===== config.mk =====
export PLATFORM = sky130hd
export DESIGN_NAME = aias_ctrl
export DESIGN_NICKNAME = d
export VERILOG_FILES = /design/src/design/aias_pkg.sv /design/src/design/aias_ctrl.sv
export SDC_FILE = /design/constraint.sdc
export NUM_CORES = 1
export LEC_CHECK = 0
export BUFFER_PORTS_ARGS = -buffer_cell sky130_fd_sc_hd__clkbuf_2
export CAP_MARGIN = 20
export CELL_PAD_IN_SITES_DETAIL_PLACEMENT = 1
export CELL_PAD_IN_SITES_GLOBAL_PLACEMENT = 2
export CORE_AREA = 2 2 53 55
export CTS_CLUSTER_SIZE = 16
export DETAILED_ROUTE_END_ITERATION = 12
export DIE_AREA = 0 0 55 57
export GPL_TIMING_DRIVEN = 0
export MAX_ROUTING_LAYER = met4
export PLACE_DENSITY = 0.75
export SKIP_CTS_REPAIR_TIMING = 1
export SLEW_MARGIN = 30
export SYNTH_ARGS = -nofsm -noshare
export SYNTH_HDL_FRONTEND = slang
export SYNTH_SLANG_ARGS = --single-unit
export TNS_END_PERCENT = 1

===== constraint.sdc =====
create_clock -name i_clk -period 2.1 [get_ports i_clk]
set_input_delay 0.42 -clock i_clk [delete_from_list [all_inputs] [get_ports i_clk]]
set_output_delay 0.42 -clock i_clk [all_outputs]
set_load 0.05 [all_outputs]

===== src/design/aias_pkg.sv =====
// Package for the array insert and statistics block.
// Holds command and status codes, field widths and the controller/datapath structs.
// No dependencies.
`default_nettype none
package aias_pkg;

    localparam int CMD_W   = 2;
    localparam int VAL_W   = 32;
    localparam int POS_W   = 8;
    localparam int STAT_W  = 2;
    localparam int LEN_W   = 8;
    localparam int EVEN_W  = 39;
    localparam int PRIME_W = 38;
    localparam int CNT_W   = 8;
    localparam int IN_W    = 48;
    localparam int OUT_W   = 160;

    localparam logic [CMD_W-1:0] CMD_CLEAR  = 2'd0;
    localparam logic [CMD_W-1:0] CMD_INSERT = 2'd1;
    localparam logic [CMD_W-1:0] CMD_REPORT = 2'd2;

    localparam logic [STAT_W-1:0] ST_OK     = 2'd0;
    localparam logic [STAT_W-1:0] ST_FULL   = 2'd1;
    localparam logic [STAT_W-1:0] ST_BADPOS = 2'd2;
    localparam logic [STAT_W-1:0] ST_EMPTY  = 2'd3;

    typedef struct packed {
        logic load;
        logic rd_prev;
        logic rd_cur;
        logic wr_shift;
        logic wr_value;
        logic idx_dec;
        logic idx_inc;
        logic prime_start;
        logic acc_add;
    } t_dp_cmd;

    typedef struct packed {
        logic insert_ok;
        logic report_ok;
        logic idx_eq_pos;
        logic idxm1_eq_pos;
        logic idx_last;
        logic prime_done;
    } t_dp_stat;

    typedef struct packed {
        logic [CNT_W-1:0]   match_count;
        logic [VAL_W-1:0]   max_value;
        logic [VAL_W-1:0]   min_value;
        logic [PRIME_W-1:0] prime_sum;
        logic [EVEN_W-1:0]  even_sum;
        logic [LEN_W-1:0]   length;
        logic [STAT_W-1:0]  status;
    } t_result;

endpackage
`default_nettype wire


===== src/design/aias_ctrl.sv =====
// Controller state machine: sequences shifting inserts and report scans.
// Depends on aias_pkg.
`default_nettype none
module aias_ctrl (
    input  wire logic                 i_clk,
    input  wire logic                 i_rst_n,
    input  wire logic                 i_in_valid,
    input  wire logic                 i_out_free,
    input  wire aias_pkg::t_dp_stat   i_stat,
    output logic                      o_in_ready,
    output logic                      o_out_load,
    output aias_pkg::t_dp_cmd         o_cmd
);
    import aias_pkg::*;

    typedef enum logic [8:0] {
        S_IDLE   = 9'b000000001,
        S_DECIDE = 9'b000000010,
        S_SH_RD  = 9'b000000100,
        S_SH_WR  = 9'b000001000,
        S_WRITE  = 9'b000010000,
        S_RD     = 9'b000100000,
        S_RD_W   = 9'b001000000,
        S_PRIME  = 9'b010000000,
        S_DONE   = 9'b100000000
    } t_state;

    t_state r_state, n_state;

    always_comb begin
        n_state    = r_state;
        o_cmd      = '0;
        o_in_ready = 1'b0;
        o_out_load = 1'b0;
        unique case (r_state)
            S_IDLE: begin
                o_in_ready = 1'b1;
                if (i_in_valid) begin
                    o_cmd.load = 1'b1;
                    n_state    = S_DECIDE;
                end
            end
            S_DECIDE: begin
                priority if (i_stat.insert_ok) begin
                    n_state = i_stat.idx_eq_pos ? S_WRITE : S_SH_RD;
                end else if (i_stat.report_ok) begin
                    n_state = S_RD;
                end else begin
                    n_state = S_DONE;
                end
            end
            S_SH_RD: begin
                o_cmd.rd_prev = 1'b1;
                n_state       = S_SH_WR;
            end
            S_SH_WR: begin
                o_cmd.wr_shift = 1'b1;
                o_cmd.idx_dec  = 1'b1;
                n_state        = i_stat.idxm1_eq_pos ? S_WRITE : S_SH_RD;
            end
            S_WRITE: begin
                o_cmd.wr_value = 1'b1;
                n_state        = S_DONE;
            end
            S_RD: begin
                o_cmd.rd_cur = 1'b1;
                n_state      = S_RD_W;
            end
            S_RD_W: begin
                o_cmd.prime_start = 1'b1;
                n_state           = S_PRIME;
            end
            S_PRIME: begin
                if (i_stat.prime_done) begin
                    o_cmd.acc_add = 1'b1;
                    if (i_stat.idx_last) begin
                        n_state = S_DONE;
                    end else begin
                        o_cmd.idx_inc = 1'b1;
                        n_state       = S_RD;
                    end
                end
            end
            S_DONE: begin
                if (i_out_free) begin
                    o_out_load = 1'b1;
                    n_state    = S_IDLE;
                end
            end
            default: n_state = S_IDLE;
        endcase
    end

    always_ff @(posedge i_clk) begin
        if (!i_rst_n) begin
            r_state <= S_IDLE;
        end else begin
            r_state <= n_state;
        end
    end

endmodule
`default_nettype wire

### Word-level counts from Yosys, hierarchy flattened

Cells that the tools add are included.

| word-level totals | value |
|---|---|
| bits in registers | 9 |
| output and inout bits | 11 |
| bits of input ports | 10 |
| word-level logic and storage cells | 38 |

| cells by class | value |
|---|---|
| reduce and logical (&&, ||, !) cells | 1 |
| mux-type cells | 24 |
| equal/unequal tests | 12 |

Operators with widths:

| cell | count |
|---|---|
| 9-bit case mux with 9 select lines | 1 |
| 9-bit two-way mux | 6 |
| 1-bit two-way mux | 15 |
| 5-bit two-way mux | 2 |
| 9-bit by 1-bit equality test with 1-bit output (second input constant) | 1 |
| 9-bit by 2-bit equality test with 1-bit output (second input constant) | 1 |
| 9-bit by 3-bit equality test with 1-bit output (second input constant) | 1 |
| 9-bit by 4-bit equality test with 1-bit output (second input constant) | 1 |
| 9-bit by 5-bit equality test with 1-bit output (second input constant) | 1 |
| 9-bit by 6-bit equality test with 1-bit output (second input constant) | 1 |
| 9-bit by 7-bit equality test with 1-bit output (second input constant) | 1 |
| 9-bit by 8-bit equality test with 1-bit output (second input constant) | 1 |
| 9-bit equality test (second input constant) | 1 |
| 2-bit != test (second input constant) | 3 |
| 3-bit AND reduction | 1 |

### Logic depth before layout (Yosys ltp)

| logic depth | value |
|---|---|
| depth in word-level cells | 3 |
| mapped depth | 7 |
| depth with buffers taken out | 6 |

### Least setup slack after synthesis

OpenSTA, ideal clock, no wires.

| timing path | value |
|---|---|
| path type | reg-to-output |
| start point | register r_state[2] |
| end point | output o_cmd[2] in the netlist's numbering |
| required time | 1680 ps |
| arrival | 2454 ps |
| path buffers | 0 |
| path slack | -774 ps |
| stages on the path, launching flop included | 5 |
| path through | dfxtp_1 -> nor4_4 -> nand2b_2 -> nand2b_4 -> nor4_1 |

RTL lines:

| what | RTL line | RTL |
|---|---|---|
| start, declared | aias_ctrl.sv:28 | `t_state r_state, n_state;` |
| start signal, assigned | aias_ctrl.sv:98 | `r_state <= n_state;` |
| end, declared | aias_ctrl.sv:12 | `output aias_pkg::t_dp_cmd o_cmd` |

==> out/results.ini <==
[critical_path]
worstReg2RegEnd=r_state[5]
path_max_fanout=5
crit_arrival_ps=1710
cp-startpoint=r_state[2]
rrSetupSlack_ps=310
crit_end=o_cmd[2]
crit_path_end_kind=primary output
reg2reg_depth=5
r2r-start=r_state[4]
startpoint_type=flop
cp_data_required_time_ps=1680
critical_path_class=flop to primary output

[placement]
place_hpwl_mm=1.46
port_buffers=20
gp_congestion=0.766
place_worst_setup_slack_ps=-102
placed_cell_area_um2=776

[die]
dieArea_mm2=0.00314
die_h_um=57
rows=19
io-pin-count=21
coreArea_mm2=0.00262
start_util=0.239
die_w_um=55

[logic_synthesis]
synth_area_leaders=dfxtp_1 29%, nor2_1 6.6%, inv_1 4.8%
postSynthCellCount=81
synth_ff_type=dfxtp_1
synth_area_leader_cell=dfxtp_1
syn_area_per_cell_um2=7.72
synth_top_area_frac=0.288
yosysSeqAreaShare=0.288
synth_common_cells=11 x nor2_1, 9 x dfxtp_1, 8 x inv_1
synth.most_common_cell=nor2_1
ys_ff_latch=9
yosysWarningCount=0
synthArstFlopShare=0
synth-edff-count=0
ys_types=37
syn-num-nets=91
synth_area_um2=626

[sta]
finClkSkew_ps=0.781
fin_ws_ps=-27.9
tightest_slew_ps=531
hold_viol_final=0
timing.fmax_ghz=0.470
drv_slew=0
setup_violations=2
period_share=1.01
relSlewSlack=0.643
rsz0062_at_grt=yes
fin_crit_ps=2130
tns_ps=-43.2

[final_layout]
antenna_cells=0
syn_to_final_growth_pct=47.6
reg_top3=r_state: 9 flops
utilization=0.353
fin_area_um2=923
largest_register_ffs=9
fillers=350
regMostFlops=r_state
drive_above_1_share=0.418
nNetsFinal=121

[clock_tree]
clock-root-buffer=clkbuf_4
clk_path_buf_depth=2
numCtsBuffers=3
htreeDepth=1
cts_sinks=9
insertion_delay_ps=250
clkTransAtPathRegs_ps=60
cts_tree=done

[flow_run]
max_cap_viol_count=0

[power_and_ir_drop]
p_int_mw=0.448
clkPwrFrac=0.176
p_leak_nw=0.403
irDropWorstVdd_uv=545
pwr-share-seq=0.300
power.density_mw_per_mm2=828
combPwrFrac=0.524
sw_frac_of_total=0.414
switchingPower_mw=0.317
fin_total_pwr_mw=0.765

[drt]
wl_per_cell_um=13.7
drt-initial-drc-count=9
vias_per_cell=4.95
drt_pre_antenna_iters=3
via_count=698
wl_mm=1.94
antenna_left=0
drcViolationCount=0

[status]
failed_checks=setup timing
status=complete, but fails checks

[global_routing]
grtUsageTotal=0.129
antenna_found_initial=0
gr-total-overflow=0
grt_pass1_wl_mm=2.88
grt_start_max_net_pins=10
grt_pass1_vias=652

[worst_hold_path]
hold_path.class=primary input to flop

[power groups by stage]
stage / Clock (mW) / Combinational, mW / Sequential [mW]
CTS: 0.142 / 0.322 / 0.211
global route: 0.146 / 0.432 / 0.232
global placement: 0 / 0.318 / 0.213
finish: 0.135 / 0.401 / 0.230
detailed placement: 0 / 0.323 / 0.214
floorplan: 0 / 0.253 / 0.209
[logic make-up (layout without fill, tap and decap cells)]
group	Yosys count	after routing	synth area share
muxes	1	1	0.0180
xor gates and xnor gates	1	1	0.0140
buffers and inverters	11	40	0.0760
DFF	9	9	0.288
AOI/OAI and AO/OA	15	15	0.164
and+or+nand+nor	44	44	0.440
[cell type report]
| cell class | instances | area, um^2 | area share |
|---|---|---|---|
| Multi-Input combinational cell | 61 | 449 | 0.486 |
| Sequential cell | 9 | 188 | 0.203 |
| Timing Repair Buffer | 27 | 184 | 0.199 |
| Tap cell | 31 | 38.8 | 0.0420 |
| Inverter | 8 | 30.0 | 0.0325 |
| Clock buffer | 4 | 26.3 | 0.0285 |
| Buffer | 1 | 7.51 | 0.00813 |
[cells in the final DEF, fill, tap and decap left out, types with 2 or more instances in the layout]
cell / synthesis / layout
nor4_4: 1 / 3
and3_1: 2 / 2
nor3_1: 5 / 4
nand2b_4: 1 / 2
clkbuf_2: 1 / 10
or4_4: 1 / 2
buf_4: 1 / 11
clkbuf_4: 0 / 5
nand3_1: 2 / 2
buf_6: 0 / 3
a21oi_1: 3 / 3
nand2b_1: 2 / 2
nor2_1: 11 / 11
o21ai_0: 3 / 3
dfxtp_2: 0 / 3
a22oi_1: 2 / 2
inv_1: 8 / 8
nand3b_1: 2 / 2
nor4_1: 4 / 2
dfxtp_1: 9 / 5
buf_2: 1 / 2
nand2_1: 4 / 4
[critical path, stage by stage (launching register included)]
cell      delay (ps)
dfxtp_2          350
nor4_4           410
nand2b_4         100
nand2b_4         180
nor4_4           230
buf_6            190
[routing by layer]
| layer | part of all wire | track usage | vias to the layer above |
|---|---|---|---|
| met4 | 0.0072 | 0.0418 | 0 |
| met2 | 0.51 | 0.202 | 10 |
| met1 | 0.45 | 0.169 | 328 |
| li1 | - | - | 358 |
| met5 | 0 | - | - |
| met3 | 0.032 | 0.0157 | 2 |
[through the flow]
stage	std cells	hold WS [ps]
2_1_floorplan	81	523
3_3_place_gp	132	561
3_5_place_dp	132	572
4_1_cts	136	379
5_1_grt	141	401
6_report	141	389
[worst min-delay path by stage]
stage                  to       start  slack [ps]  cells past startpoint
6_report       r_state[8]  i_out_free         390                      2
3_5_place_dp   r_state[8]  r_state[8]         570                      2
2_1_floorplan  r_state[8]  r_state[8]         520                      2
4_1_cts        r_state[8]  i_out_free         380                      2
3_3_place_gp   r_state[8]  r_state[8]         560                      2
5_1_grt        r_state[8]  i_out_free         400                      2
(Power assumes the default switching activity.)
